--- src/pwm_period_prescaler_solver_top_defines.svh ---
// assertion macros shared by the pwm period and prescaler solver rtl
// expects signals clk and rst_n in the scope of each use
`ifndef PWM_PERIOD_PRESCALER_SOLVER_TOP_DEFINES_SVH
`define PWM_PERIOD_PRESCALER_SOLVER_TOP_DEFINES_SVH

// same-cycle implication, disabled in reset
`define PPS_ASSERT_IMP(lbl, ante, cons) \
    lbl: assert property (@(posedge clk) disable iff (!rst_n) (ante) |-> (cons)) \
        else $error("same-cycle check failed");

// next-cycle implication, disabled in reset
`define PPS_ASSERT_NXT(lbl, ante, cons) \
    lbl: assert property (@(posedge clk) disable iff (!rst_n) (ante) |=> (cons)) \
        else $error("next-cycle check failed");

`endif

--- src/pps_pkg.sv ---
// shared types and constants for the pwm period and prescaler solver
// no dependencies
`default_nettype none

package pps_pkg;

    localparam int OP_W   = 32;
    localparam int PROD_W = 2 * OP_W;
    localparam int STEP_W = $clog2(PROD_W);
    localparam int CLK_W  = 28;
    // clock_rate * period / 1e9 stays below 2^31
    localparam int FULL_W = 31;

    localparam logic [CLK_W-1:0] CLK_RATE_RESET = CLK_W'(32768);
    localparam logic [OP_W-1:0]  NS_PER_S       = OP_W'(1000000000);

    localparam logic [31:0] RELOAD_MAX_DEF  = 32'd65535;
    localparam logic [31:0] PRESC_LIMIT_DEF = 32'd128;

    localparam logic [1:0] STAT_OK    = 2'd0;
    localparam logic [1:0] STAT_SHORT = 2'd1;
    localparam logic [1:0] STAT_PRESC = 2'd2;
    localparam logic [1:0] STAT_BUSY  = 2'd3;

    typedef struct packed {
        logic        enable_req;
        logic [31:0] period_ns;
        logic [31:0] duty_ns;
        logic        shared_locked;
        logic [2:0]  current_presc;
        logic [15:0] current_reload;
    } pps_in_t;

    typedef struct packed {
        logic [1:0]  status;
        logic [2:0]  presc_exp;
        logic [15:0] reload_value;
        logic [15:0] compare_value;
    } pps_out_t;

    // request to the multiply-divide unit: q = a * b / d
    typedef struct packed {
        logic            start;
        logic [OP_W-1:0] a;
        logic [OP_W-1:0] b;
        logic [OP_W-1:0] d;
    } pps_md_req_t;

    typedef struct packed {
        logic              done;
        logic [PROD_W-1:0] q;
    } pps_md_rsp_t;

endpackage

`default_nettype wire

--- src/pps_muldiv.sv ---
// bit-serial multiply then restoring divide: q = a * b / d
// depends on pps_pkg and the assertion macro header
`default_nettype none
`include "pwm_period_prescaler_solver_top_defines.svh"

module pps_muldiv
    import pps_pkg::*;
(
    input  wire logic        clk,
    input  wire logic        rst_n,
    input  wire pps_md_req_t req,
    output pps_md_rsp_t      rsp
);

    typedef enum logic [2:0] {
        MD_IDLE = 3'b001,
        MD_MUL  = 3'b010,
        MD_DIV  = 3'b100
    } md_state_t;

    md_state_t         state_reg, state_next;
    logic [STEP_W-1:0] step_reg;
    logic              done_reg;

    logic [OP_W-1:0]   a_reg, b_reg, d_reg, rem_reg;
    logic [PROD_W-1:0] acc_reg;

    logic [OP_W-1:0]   a_sel;
    logic [PROD_W-1:0] mul_sum;
    logic [OP_W:0]     shifted, diff;
    logic              ge;
    logic              mul_last, div_last;

    always_comb
    begin
        a_sel    = b_reg[OP_W-1] ? a_reg : '0;
        mul_sum  = {acc_reg[PROD_W-2:0], 1'b0} + {{OP_W{1'b0}}, a_sel};
        // bring down the next dividend bit
        shifted  = {rem_reg, acc_reg[PROD_W-1]};
        diff     = shifted - {1'b0, d_reg};
        ge       = shifted >= {1'b0, d_reg};
        mul_last = step_reg == STEP_W'(OP_W - 1);
        div_last = step_reg == STEP_W'(PROD_W - 1);
    end

    always_comb
    begin
        state_next = state_reg;
        unique case (state_reg)
            MD_IDLE: if (req.start) state_next = MD_MUL;
            MD_MUL:  if (mul_last) state_next = MD_DIV;
            MD_DIV:  if (div_last) state_next = MD_IDLE;
            default: state_next = MD_IDLE;
        endcase
    end

    always_ff @(posedge clk or negedge rst_n)
    begin
        if (!rst_n)
        begin
            state_reg <= MD_IDLE;
            step_reg  <= '0;
            done_reg  <= 1'b0;
        end
        else
        begin
            state_reg <= state_next;
            done_reg  <= (state_reg == MD_DIV) && div_last;
            if (state_reg == MD_IDLE || (state_reg == MD_MUL && mul_last))
                step_reg <= '0;
            else
                step_reg <= step_reg + STEP_W'(1);
        end
    end

    always_ff @(posedge clk)
    begin
        unique case (state_reg)
            MD_IDLE:
            begin
                if (req.start)
                begin
                    a_reg   <= req.a;
                    b_reg   <= req.b;
                    d_reg   <= req.d;
                    acc_reg <= '0;
                end
            end
            MD_MUL:
            begin
                acc_reg <= mul_sum;
                b_reg   <= {b_reg[OP_W-2:0], 1'b0};
                rem_reg <= '0;
            end
            MD_DIV:
            begin
                rem_reg <= ge ? diff[OP_W-1:0] : shifted[OP_W-1:0];
                acc_reg <= {acc_reg[PROD_W-2:0], ge};
            end
            default:
            begin
                acc_reg <= acc_reg;
            end
        endcase
    end

    assign rsp.done = done_reg;
    assign rsp.q    = acc_reg;

    `PPS_ASSERT_IMP(a_start_idle, req.start, state_reg == MD_IDLE)
    `PPS_ASSERT_NXT(a_done_end, state_reg == MD_DIV && div_last, done_reg && state_reg == MD_IDLE)
    `PPS_ASSERT_IMP(a_rem_below_d, state_reg == MD_DIV, rem_reg < d_reg)

endmodule

`default_nettype wire

--- src/pwm_period_prescaler_solver_top.sv ---
// pwm period and prescaler solver, top level
// depends on pps_pkg, pps_muldiv and the assertion macro header
//
// usage:
//  - cfg_we/cfg_wdata write the timer clock rate in hertz (reset 32768);
//    write it only while the block is idle
//  - an input item (in_valid/in_ready, in_data) is a pwm request; each item
//    gives exactly one result item on out_valid/out_ready, out_data
//  - a disable request goes to S_FIN and sets out_valid once out_reg is free
//  - an enabled request runs one pass of the bit-serial multiply-divide unit
//    (32 multiply steps, 64 divide steps) for the tick count, up to
//    1 + log2(PRESC_LIMIT) prescaler scaling steps, then a second pass for
//    the duty ticks; a period below one tick skips the scaling and the
//    second pass
//  - one item is worked on at a time; in_ready is high while idle
//  - results land in an output register, so a new item is taken while the
//    previous result waits; a stalled receiver holds the next finished
//    result in the solver until the output register frees up
//  - reset clears the control state and the output valid flag
`default_nettype none
`include "pwm_period_prescaler_solver_top_defines.svh"

module pwm_period_prescaler_solver_top
    import pps_pkg::*;
#(
    parameter logic [31:0] RELOAD_MAX  = RELOAD_MAX_DEF,
    parameter logic [31:0] PRESC_LIMIT = PRESC_LIMIT_DEF
)
(
    input  wire logic             clk,
    input  wire logic             rst_n,
    input  wire logic             cfg_we,
    input  wire logic [CLK_W-1:0] cfg_wdata,
    input  wire logic             in_valid,
    output logic                  in_ready,
    input  wire pps_in_t          in_data,
    output logic                  out_valid,
    input  wire logic             out_ready,
    output pps_out_t              out_data
);

    function automatic int floor_log2(input logic [31:0] v);
        int r;
        r = 0;
        for (int i = 0; i < 32; i++)
            if ((v >> i) != 32'd0)
                r = i;
        return r;
    endfunction

    localparam int EXP_MAX = floor_log2(PRESC_LIMIT);
    localparam int EXP_W   = $clog2(EXP_MAX + 2);

    typedef enum logic [4:0] {
        S_IDLE  = 5'b00001,
        S_MUL1  = 5'b00010,
        S_SCALE = 5'b00100,
        S_MUL2  = 5'b01000,
        S_FIN   = 5'b10000
    } state_t;

    state_t             state_reg, state_next;
    logic               out_valid_reg;
    logic [CLK_W-1:0]   clock_rate_reg;
    logic [EXP_W-1:0]   exp_reg;

    pps_in_t            in_reg;
    logic [FULL_W-1:0]  cnt_reg;
    pps_out_t           res_reg, out_reg;

    pps_md_req_t        md_req;
    pps_md_rsp_t        md_rsp;

    logic               in_acc, over, at_lim, busy_hit, fin_load, full_zero;
    logic [FULL_W-1:0]  reload_full;

    pps_muldiv u_muldiv
    (
        .clk   (clk),
        .rst_n (rst_n),
        .req   (md_req),
        .rsp   (md_rsp)
    );

    always_comb
    begin
        in_ready    = state_reg == S_IDLE;
        in_acc      = in_valid && in_ready;
        over        = 32'(cnt_reg) > RELOAD_MAX;
        at_lim      = 32'(exp_reg) == 32'(EXP_MAX);
        reload_full = cnt_reg - FULL_W'(1);
        busy_hit    = in_reg.shared_locked
                      && (32'(in_reg.current_presc) != 32'(exp_reg)
                          || 32'(in_reg.current_reload) != 32'(reload_full));
        full_zero   = md_rsp.q[FULL_W-1:0] == '0;
        fin_load    = (state_reg == S_FIN) && (!out_valid_reg || out_ready);

        md_req.start = (in_acc && in_data.enable_req) || (state_reg == S_SCALE && !over);
        if (state_reg == S_IDLE)
        begin
            md_req.a = OP_W'(clock_rate_reg);
            md_req.b = in_data.period_ns;
            md_req.d = NS_PER_S;
        end
        else
        begin
            md_req.a = OP_W'(cnt_reg);
            md_req.b = in_reg.duty_ns;
            md_req.d = in_reg.period_ns;
        end
    end

    always_comb
    begin
        state_next = state_reg;
        unique case (state_reg)
            S_IDLE:
                if (in_acc)
                    state_next = in_data.enable_req ? S_MUL1 : S_FIN;
            S_MUL1:
                if (md_rsp.done)
                    state_next = full_zero ? S_FIN : S_SCALE;
            S_SCALE:
                if (over)
                    state_next = at_lim ? S_FIN : S_SCALE;
                else
                    state_next = S_MUL2;
            S_MUL2:
                if (md_rsp.done)
                    state_next = S_FIN;
            S_FIN:
                if (fin_load)
                    state_next = S_IDLE;
            default:
                state_next = S_IDLE;
        endcase
    end

    always_ff @(posedge clk or negedge rst_n)
    begin
        if (!rst_n)
        begin
            state_reg      <= S_IDLE;
            out_valid_reg  <= 1'b0;
            clock_rate_reg <= CLK_RATE_RESET;
            exp_reg        <= '0;
        end
        else
        begin
            state_reg <= state_next;
            if (cfg_we)
                clock_rate_reg <= cfg_wdata;
            if (fin_load)
                out_valid_reg <= 1'b1;
            else if (out_ready)
                out_valid_reg <= 1'b0;
            if (state_reg == S_MUL1)
                exp_reg <= '0;
            else if (state_reg == S_SCALE && over && !at_lim)
                exp_reg <= exp_reg + EXP_W'(1);
        end
    end

    always_ff @(posedge clk)
    begin
        if (in_acc)
        begin
            in_reg <= in_data;
            if (!in_data.enable_req)
                res_reg <= '{status: STAT_OK, default: '0};
        end
        if (state_reg == S_MUL1 && md_rsp.done)
        begin
            cnt_reg <= md_rsp.q[FULL_W-1:0];
            if (full_zero)
                res_reg <= '{status: STAT_SHORT, default: '0};
        end
        if (state_reg == S_SCALE && over)
        begin
            cnt_reg <= cnt_reg >> 1;
            if (at_lim)
                res_reg <= '{status: STAT_PRESC, default: '0};
        end
        if (state_reg == S_MUL2 && md_rsp.done)
        begin
            if (busy_hit)
                res_reg <= '{status: STAT_BUSY, default: '0};
            else
            begin
                res_reg.status        <= STAT_OK;
                res_reg.presc_exp     <= 3'(exp_reg);
                res_reg.reload_value  <= reload_full[15:0];
                // only the low bits of the duty ticks matter after the wrap
                res_reg.compare_value <= reload_full[15:0] - md_rsp.q[15:0];
            end
        end
        if (fin_load)
            out_reg <= res_reg;
    end

    assign out_valid = out_valid_reg;
    assign out_data  = out_reg;

    `PPS_ASSERT_NXT(a_disable_fin, in_acc && !in_data.enable_req, state_reg == S_FIN)
    `PPS_ASSERT_IMP(a_done_in_mul, md_rsp.done, state_reg == S_MUL1 || state_reg == S_MUL2)
    `PPS_ASSERT_IMP(a_exp_limit, state_reg == S_SCALE, 32'(exp_reg) <= 32'(EXP_MAX))
    `PPS_ASSERT_IMP(a_err_zero, out_valid_reg && out_reg.status != STAT_OK,
        out_reg.presc_exp == '0 && out_reg.reload_value == '0 && out_reg.compare_value == '0)

endmodule

`default_nettype wire
--- config.mk ---
export PLATFORM = sky130hd
export DESIGN_NAME = pwm_period_prescaler_solver_top
export DESIGN_NICKNAME = d
export VERILOG_FILES = /design/src/pps_pkg.sv /design/src/pps_muldiv.sv /design/src/pwm_period_prescaler_solver_top.sv
export VERILOG_INCLUDE_DIRS = /design/src /design/src/src
export SDC_FILE = /design/constraint.sdc
export NUM_CORES = 1
export LEC_CHECK = 0
export BUFFER_PORTS_ARGS = -buffer_cell sky130_fd_sc_hd__buf_2
export CORE_MARGIN = 2
export CORE_UTILIZATION = 65
export DETAILED_ROUTE_END_ITERATION = 12
export MAX_ROUTING_LAYER = met4
export PLACE_DENSITY = 0.85
export SETUP_SLACK_MARGIN = 0.15
export SYNTH_ARGS = -nofsm -noshare
export SYNTH_HDL_FRONTEND = slang
export SYNTH_SLANG_ARGS = --single-unit
--- constraint.sdc ---
create_clock -name clk -period 23.7 [get_ports clk]
set_input_delay 1.185 -clock clk [delete_from_list [all_inputs] [get_ports clk]]
set_output_delay 1.185 -clock clk [all_outputs]
set_load 0.02 [all_outputs]
==> After elaboration in Yosys (flattened, before gate mapping) <==
Cells that the tools add are included.
{ "word_totals": {"inputBits": 118, "output_inout_bits": 39, "reg_bits": 429, "word_cells": 122} }
{ "classes": {"n_mux": 36, "eq_ne": 20, "n_reduce_logical": 30, "addsub": 6, "magnitude_cmp": 2} }
{ "op_table": {"columns": ["operator", "count"], "rows": [
  ["two-way mux 37 bit", 8],
  ["one-hot mux 64 bit (3 select lines)", 1],
  ["one-hot mux 32 bit (2 select lines)", 2],
  ["two-way mux 32 bit", 3],
  ["two-way mux 92 bit", 1],
  ["adder 64 x 32 -> 64 bit", 1],
  ["two-way mux 64 bit", 1],
  ["two-way mux 30 bit", 2],
  ["two-way mux 5 bit", 8],
  ["greater-or-equal comparator 33 x 32 -> 1 bit", 1],
  ["subtractor 32 bit", 1],
  ["> comparator 31 x 16 -> 1 bit (second input constant)", 1],
  ["logical NOT 31 bit", 1],
  ["inequality test 16 x 31 -> 1 bit", 1],
  ["subtractor 31 x 1 -> 31 bit (second input constant)", 1],
  ["one-hot mux 5 bit (5 select lines)", 1],
  ["subtractor 16 bit", 1],
  ["logical AND 1 bit", 11],
  ["inequality test 2 x 1 -> 1 bit (second input constant)", 5],
  ["nonzero test 2 bit", 5],
  ["two-way mux 3 bit", 3],
  ["one-hot mux 3 bit (3 select lines)", 1],
  ["two-way mux 4 bit", 2],
  ["adder 6 x 1 -> 6 bit (second input constant)", 1],
  ["22 further kinds", 31]
]} }

==> Longest topological paths before layout <==
{ "logic_depth": {"ltp_word": 8, "depth_mapped": 16, "mapped_depth_nobuf": 15} }

==> Hierarchy <==
From an unflattened synthesis, not the netlist that was laid out.
{ "unflattened": {"cells_unflattened": 2229, "hier_area_um2": 23169.7} }
{ "by_module_without_submodules": {"columns": ["mod", "cells_per_inst", "seq_area_each_um2", "n_inst", "area_each_um2"], "rows": [
  ["pps_muldiv", 1244, 6017.0, 1, 12275.5],
  ["pwm_period_prescaler_solver_top", 985, 6248.5, 1, 10894.2]
]} }

==> Worst setup path before layout <==
No wires, ideal clock.
{ "synth_path": {"kind": "input to register", "from": "input port in_valid", "to": "register u_muldiv.acc_reg[0] (enable)", "setup_ps": 574, "arrival_ps": 8394, "path_buffers": 0, "t_required_ps": 23126, "cell_stages": 4, "setup_slack_ps": 14732, "path_cell_list": "and2_1 a21boi_0 o21a_1 o21ai_0"} }
{ "synth_between": {"elab_chain_cells": 5} }
{ "synth_lines": {"columns": ["item", "line", "source"], "rows": [
  ["from (decl)", "pwm_period_prescaler_solver_top.sv:34", "input wire logic in_valid,"],
  ["logical AND 1 bit", "pwm_period_prescaler_solver_top.sv:88", "in_acc = in_valid && in_ready;"],
  ["logical AND 1 bit", "pwm_period_prescaler_solver_top.sv:98", "md_req.start = (in_acc && in_data.enable_req) || (state_reg == S_SCALE && !over);"],
  ["logical OR 1 bit", "pwm_period_prescaler_solver_top.sv:98", null],
  ["inequality test 2 bit (no line)", null, null],
  ["AND reduction 2 bit (no line)", null, null],
  ["to (signal assigned)", "pps_muldiv.sv:91", "acc_reg <= mul_sum;"],
  ["to (signal assigned)", "pps_muldiv.sv:98", "acc_reg <= {acc_reg[PROD_W-2:0], ge};"],
  ["to (signal assigned)", "pps_muldiv.sv:102", "acc_reg <= acc_reg;"],
  ["to (decl)", "pps_muldiv.sv:26", "logic [PROD_W-1:0] acc_reg;"]
]} }
No other way between the ends.
A chain may end at the register's enable or synchronous reset.

==> Worst setup path in the final report <==
{ "layout_path": {"from": "register u_muldiv.b_reg[31]", "to": "register u_muldiv.acc_reg[50], data pin"} }
{ "layout_between": {"elab_chain_cells": 3} }
{ "layout_lines": {"columns": ["item", "line", "source"], "rows": [
  ["from (decl)", "pps_muldiv.sv:25", "logic [OP_W-1:0] a_reg, b_reg, d_reg, rem_reg;"],
  ["from (signal assigned)", "pps_muldiv.sv:84", "b_reg <= req.b;"],
  ["from (signal assigned)", "pps_muldiv.sv:92", "b_reg <= {b_reg[OP_W-2:0], 1'b0};"],
  ["two-way mux 32 bit", "pps_muldiv.sv:36", "a_sel = b_reg[OP_W-1] ? a_reg : '0;"],
  ["adder 64 x 32 -> 64 bit", "pps_muldiv.sv:37", "mul_sum = {acc_reg[PROD_W-2:0], 1'b0} + {{OP_W{1'b0}}, a_sel};"],
  ["one-hot mux 64 bit (3 select lines)", "pps_muldiv.sv:78", "unique case (state_reg)"]
]} }
No other way between the ends.

==> metrics <==
run status finished, final reports clean; total power draw 0.00187 W; R2R setup slack 19.06 ns; fraction of final layout cells sized beyond drive strength 1 0.151; standard cell with the maximum stage delay on the critical path sky130_fd_sc_hd__nor2_1; aggregate global routing overflow 0; global-route wire length before repair 87000 um; number of fill cells 2281; IR drop worst, VDD 0.000118 V; top library cells by usage in the layout, fill and taps aside sky130_fd_sc_hd__edfxtp_1, sky130_fd_sc_hd__nand2_1, sky130_fd_sc_hd__buf_2; most common cell after layout, fill and taps aside sky130_fd_sc_hd__edfxtp_1; synthesized area per cell 11.0 um2; I/O Buffers 156; area taken by flip-flops and latches 12200 um2; number of warnings reported in the yosys synthesis log 0; cell depth of the worst min-delay path 0; number of global-route vias before repair 15944; Crit path required time 23.98 ns; top achievable clock speed 0.216 GHz; normalized max-slew margin 0.127; Layout Cell Area excl Fill 24800 um2; sort of element at the start of the critical path register; count of mapped cells out of synthesis 2027; share of the yosys chip area belonging to registers 0.551; worst-margin pin slew 1.28 ns; Synth-to-Final Area Change 11.9%; worst-case hold path end point out_data[32]; cell seen most often among critical-path stages sky130_fd_sc_hd__o21ai_0; multi-input gate area in the final layout 9290 um2; post-route setup TNS 0 ns; Post-Synthesis Cell Area 22200 um2; origin of the worst min-delay path res_reg[32]; core box area 33600 um2; most frequently used flop master after synthesis sky130_fd_sc_hd__edfxtp_1; Routed WL 54500 um; max-slew violation total from the final report 0; slack of the critical path 19.06 ns; internal power of the cells 0.00138 W; class of the most critical setup path reg -> reg; chip height 189 um; post-synthesis cell type count 80; level count of the clock H-tree 2; quantity of hold-fixing buffers added after cts 0; starting density of the core 0.660; clock latency of the later-clocked register in the worst-skew pair 0.57 ns; cell area reported after detailed placement 23300 um2; routability congestion estimate from global placement 0.961; critical path endpoint category register; Place WS 19.19 ns; GRT Resource Usage Total 0.317; Antenna Violating Nets Remaining 0; worst min-delay path class reg -> reg; launch point of the worst reg-to-reg path u_muldiv.b_reg[31]; ratio of routed vias to standard cells 6.38; max FFs per register 84; sinks on the clock net 428; Period Utilization, post-route 0.196; number of buffers on the longest clock path 3; CTS tree done; P_leak 9.96 nW; final setup fails 0; hold slack 0.434 ns; DP Wirelength 37700 um; initial antenna violation count 4; Post-Synthesis Net Count 2229; count of nets after finishing 2353; R2R depth 12; DIE AREA 35700 um2; reg-to-reg critical path endpoint u_muldiv.acc_reg[50]; worst endpoint data arrival time 4.91 ns; combinational share of power 0.125; via total after detailed routing 16844; maximum number of pins on one net before global-route repair 93; number of instances resized during post-cts repair 0; max-cap check violation count 0; sw frac 0.260; CTS Buf Count 45; final hold violations 0; Horiz. Die Dim 189 um; standard-cell rows 67; wire per inst 20.6 um; portion of total power attributed to sequential cells 0.484; detailed-router iteration count before antenna repair 6; power dissipated by switching net loads 0.000485 W; shortest period the worst path allows 4.64 ns; EDFF count, synth 342; Worst-path clk slew 0.07 ns; Post-CTS Setup Repair Bufs 0; CP Max Fanout 31; Worst path max stage delay 0.89 ns; RSZ-0062 raised after global routing false; power per cell area 75.1 nW/um2; Worst Skew 0.0254 ns; cell at the root of the clock tree sky130_fd_sc_hd__clkbuf_16; count of unresolved DRC violations after routing 0; synthesized flop and latch total 428; async set-reset flop share out of synthesis 0.112; series of cell instances along the critical path buf_4 -> and2_1 -> ha_1 -> o21ai_0 -> o21ai_0 -> a32oi_1 -> o31ai_1 -> a211oi_1 -> nor2_1 -> nand2_1 -> o21ai_0 -> a31oi_1; power share of the clock group 0.390; DRC violation total after the first TritonRoute iteration 1830; I/O Pins 157
cell families after synthesis:
logic type / after synthesis / share of synthesized area
buffers and inverters: 177 / 0.0332
flip-flops: 428 / 0.551
adder cells (fa/ha/maj): 84 / 0.0484
XOR/XNOR: 94 / 0.0371
multiplexers: 72 / 0.0349
AO/OA/AOI/OAI: 471 / 0.139
AND/OR/NAND/NOR: 701 / 0.156
worst max path at each step:
| stage | slack (ns) | from | end |
|---|---|---|---|
| after CTS | 19.12 | state_reg[1] | in_ready |
| after global placement | 19.37 | cnt_reg[0] | res_reg[15] |
| after floorplan | 14.73 | in_valid | u_muldiv.acc_reg[0] |
| after global routing | 18.72 | u_muldiv.b_reg[31] | u_muldiv.acc_reg[50] |
| after detailed placement | 19.19 | u_muldiv.b_reg[31] | u_muldiv.acc_reg[50] |
| final | 19.06 | u_muldiv.b_reg[31] | u_muldiv.acc_reg[50] |
layout make-up:
class | instances | area share
flip-flops and latches | 428 | 0.492
multi-input cells | 1422 | 0.374
clock buffers | 57 | 0.0505
repair buffers | 170 | 0.0357
well taps | 448 | 0.0226
inverters | 84 | 0.0127
clock inverters | 27 | 0.0118
diodes | 4 | 0.000403
critical path: cells and delay by family (launching register included):
| kind | cells | cell delay [ns] |
|---|---|---|
| fa+ha+maj | 1 | 0.33 |
| buf+inv | 1 | 0.23 |
| simple gates | 3 | 1.27 |
| compound gates | 7 | 2.15 |
| flops | 1 | 0.36 |
power groups by stage:
| stage | sequential [W] | clock [W] | combinational [W] |
|---|---|---|---|
| floorplan | 0.000917 | 0 | 0.000153 |
| global placement | 0.000918 | 0 | 0.000223 |
| detailed placement | 0.000919 | 0 | 0.000230 |
| CTS | 0.000903 | 0.000736 | 0.000233 |
| global route | 0.000907 | 0.000764 | 0.000256 |
| finish | 0.000904 | 0.000729 | 0.000234 |
layer usage:
metal / part of all wire / global-route usage / up-vias
met3: 0.080 / 0.0440 / 103
li1: - / - / 7777
met4: 0.025 / 0.0859 / 0
met5: 0 / - / -
met2: 0.45 / 0.463 / 811
met1: 0.45 / 0.468 / 8153
Yosys cell counts (8+ instances only):
cell / instances / share of area
sky130_fd_sc_hd__edfxtp_1: 342 / 0.46
sky130_fd_sc_hd__nand2_1: 257 / 0.043
sky130_fd_sc_hd__nor2_1: 138 / 0.023
sky130_fd_sc_hd__o21ai_0: 117 / 0.026
sky130_fd_sc_hd__a21oi_1: 94 / 0.021
sky130_fd_sc_hd__inv_1: 84 / 0.014
sky130_fd_sc_hd__ha_1: 81 / 0.046
sky130_fd_sc_hd__clkbuf_1: 69 / 0.012
sky130_fd_sc_hd__and2_1: 59 / 0.017
sky130_fd_sc_hd__a31oi_1: 56 / 0.016
sky130_fd_sc_hd__xnor2_1: 51 / 0.020
sky130_fd_sc_hd__dfrtp_1: 45 / 0.051
sky130_fd_sc_hd__mux2_2: 44 / 0.022
sky130_fd_sc_hd__xor2_1: 43 / 0.017
sky130_fd_sc_hd__dfxtp_1: 38 / 0.034
sky130_fd_sc_hd__a22o_1: 35 / 0.014
sky130_fd_sc_hd__nand4_1: 35 / 0.0099
sky130_fd_sc_hd__nand3_1: 34 / 0.0077
sky130_fd_sc_hd__nand2b_1: 29 / 0.0082
sky130_fd_sc_hd__mux2i_1: 28 / 0.013
sky130_fd_sc_hd__a21o_1: 25 / 0.0085
sky130_fd_sc_hd__nor3_1: 25 / 0.0056
sky130_fd_sc_hd__and3_1: 21 / 0.0059
sky130_fd_sc_hd__nor4_1: 21 / 0.0059
sky130_fd_sc_hd__o21a_1: 18 / 0.0061
sky130_fd_sc_hd__nor2b_1: 14 / 0.0039
sky130_fd_sc_hd__or3_1: 14 / 0.0039
sky130_fd_sc_hd__o22ai_1: 13 / 0.0037
sky130_fd_sc_hd__or4_1: 13 / 0.0044
sky130_fd_sc_hd__o21bai_1: 12 / 0.0041
sky130_fd_sc_hd__buf_2: 9 / 0.0020
sky130_fd_sc_hd__nand3b_1: 9 / 0.0030
sky130_fd_sc_hd__a211oi_1: 8 / 0.0027
sky130_fd_sc_hd__a41oi_1: 8 / 0.0032
sky130_fd_sc_hd__o211ai_1: 8 / 0.0027
stage by stage:
stage          std cells  utilization
2_1_floorplan       2027            -
3_3_place_gp        2552        0.693
3_5_place_dp        2552        0.693
4_1_cts             2636        0.739
5_1_grt             2640        0.739
6_report            2640        0.739
Note: power is estimated with default switching activity, not from simulation.
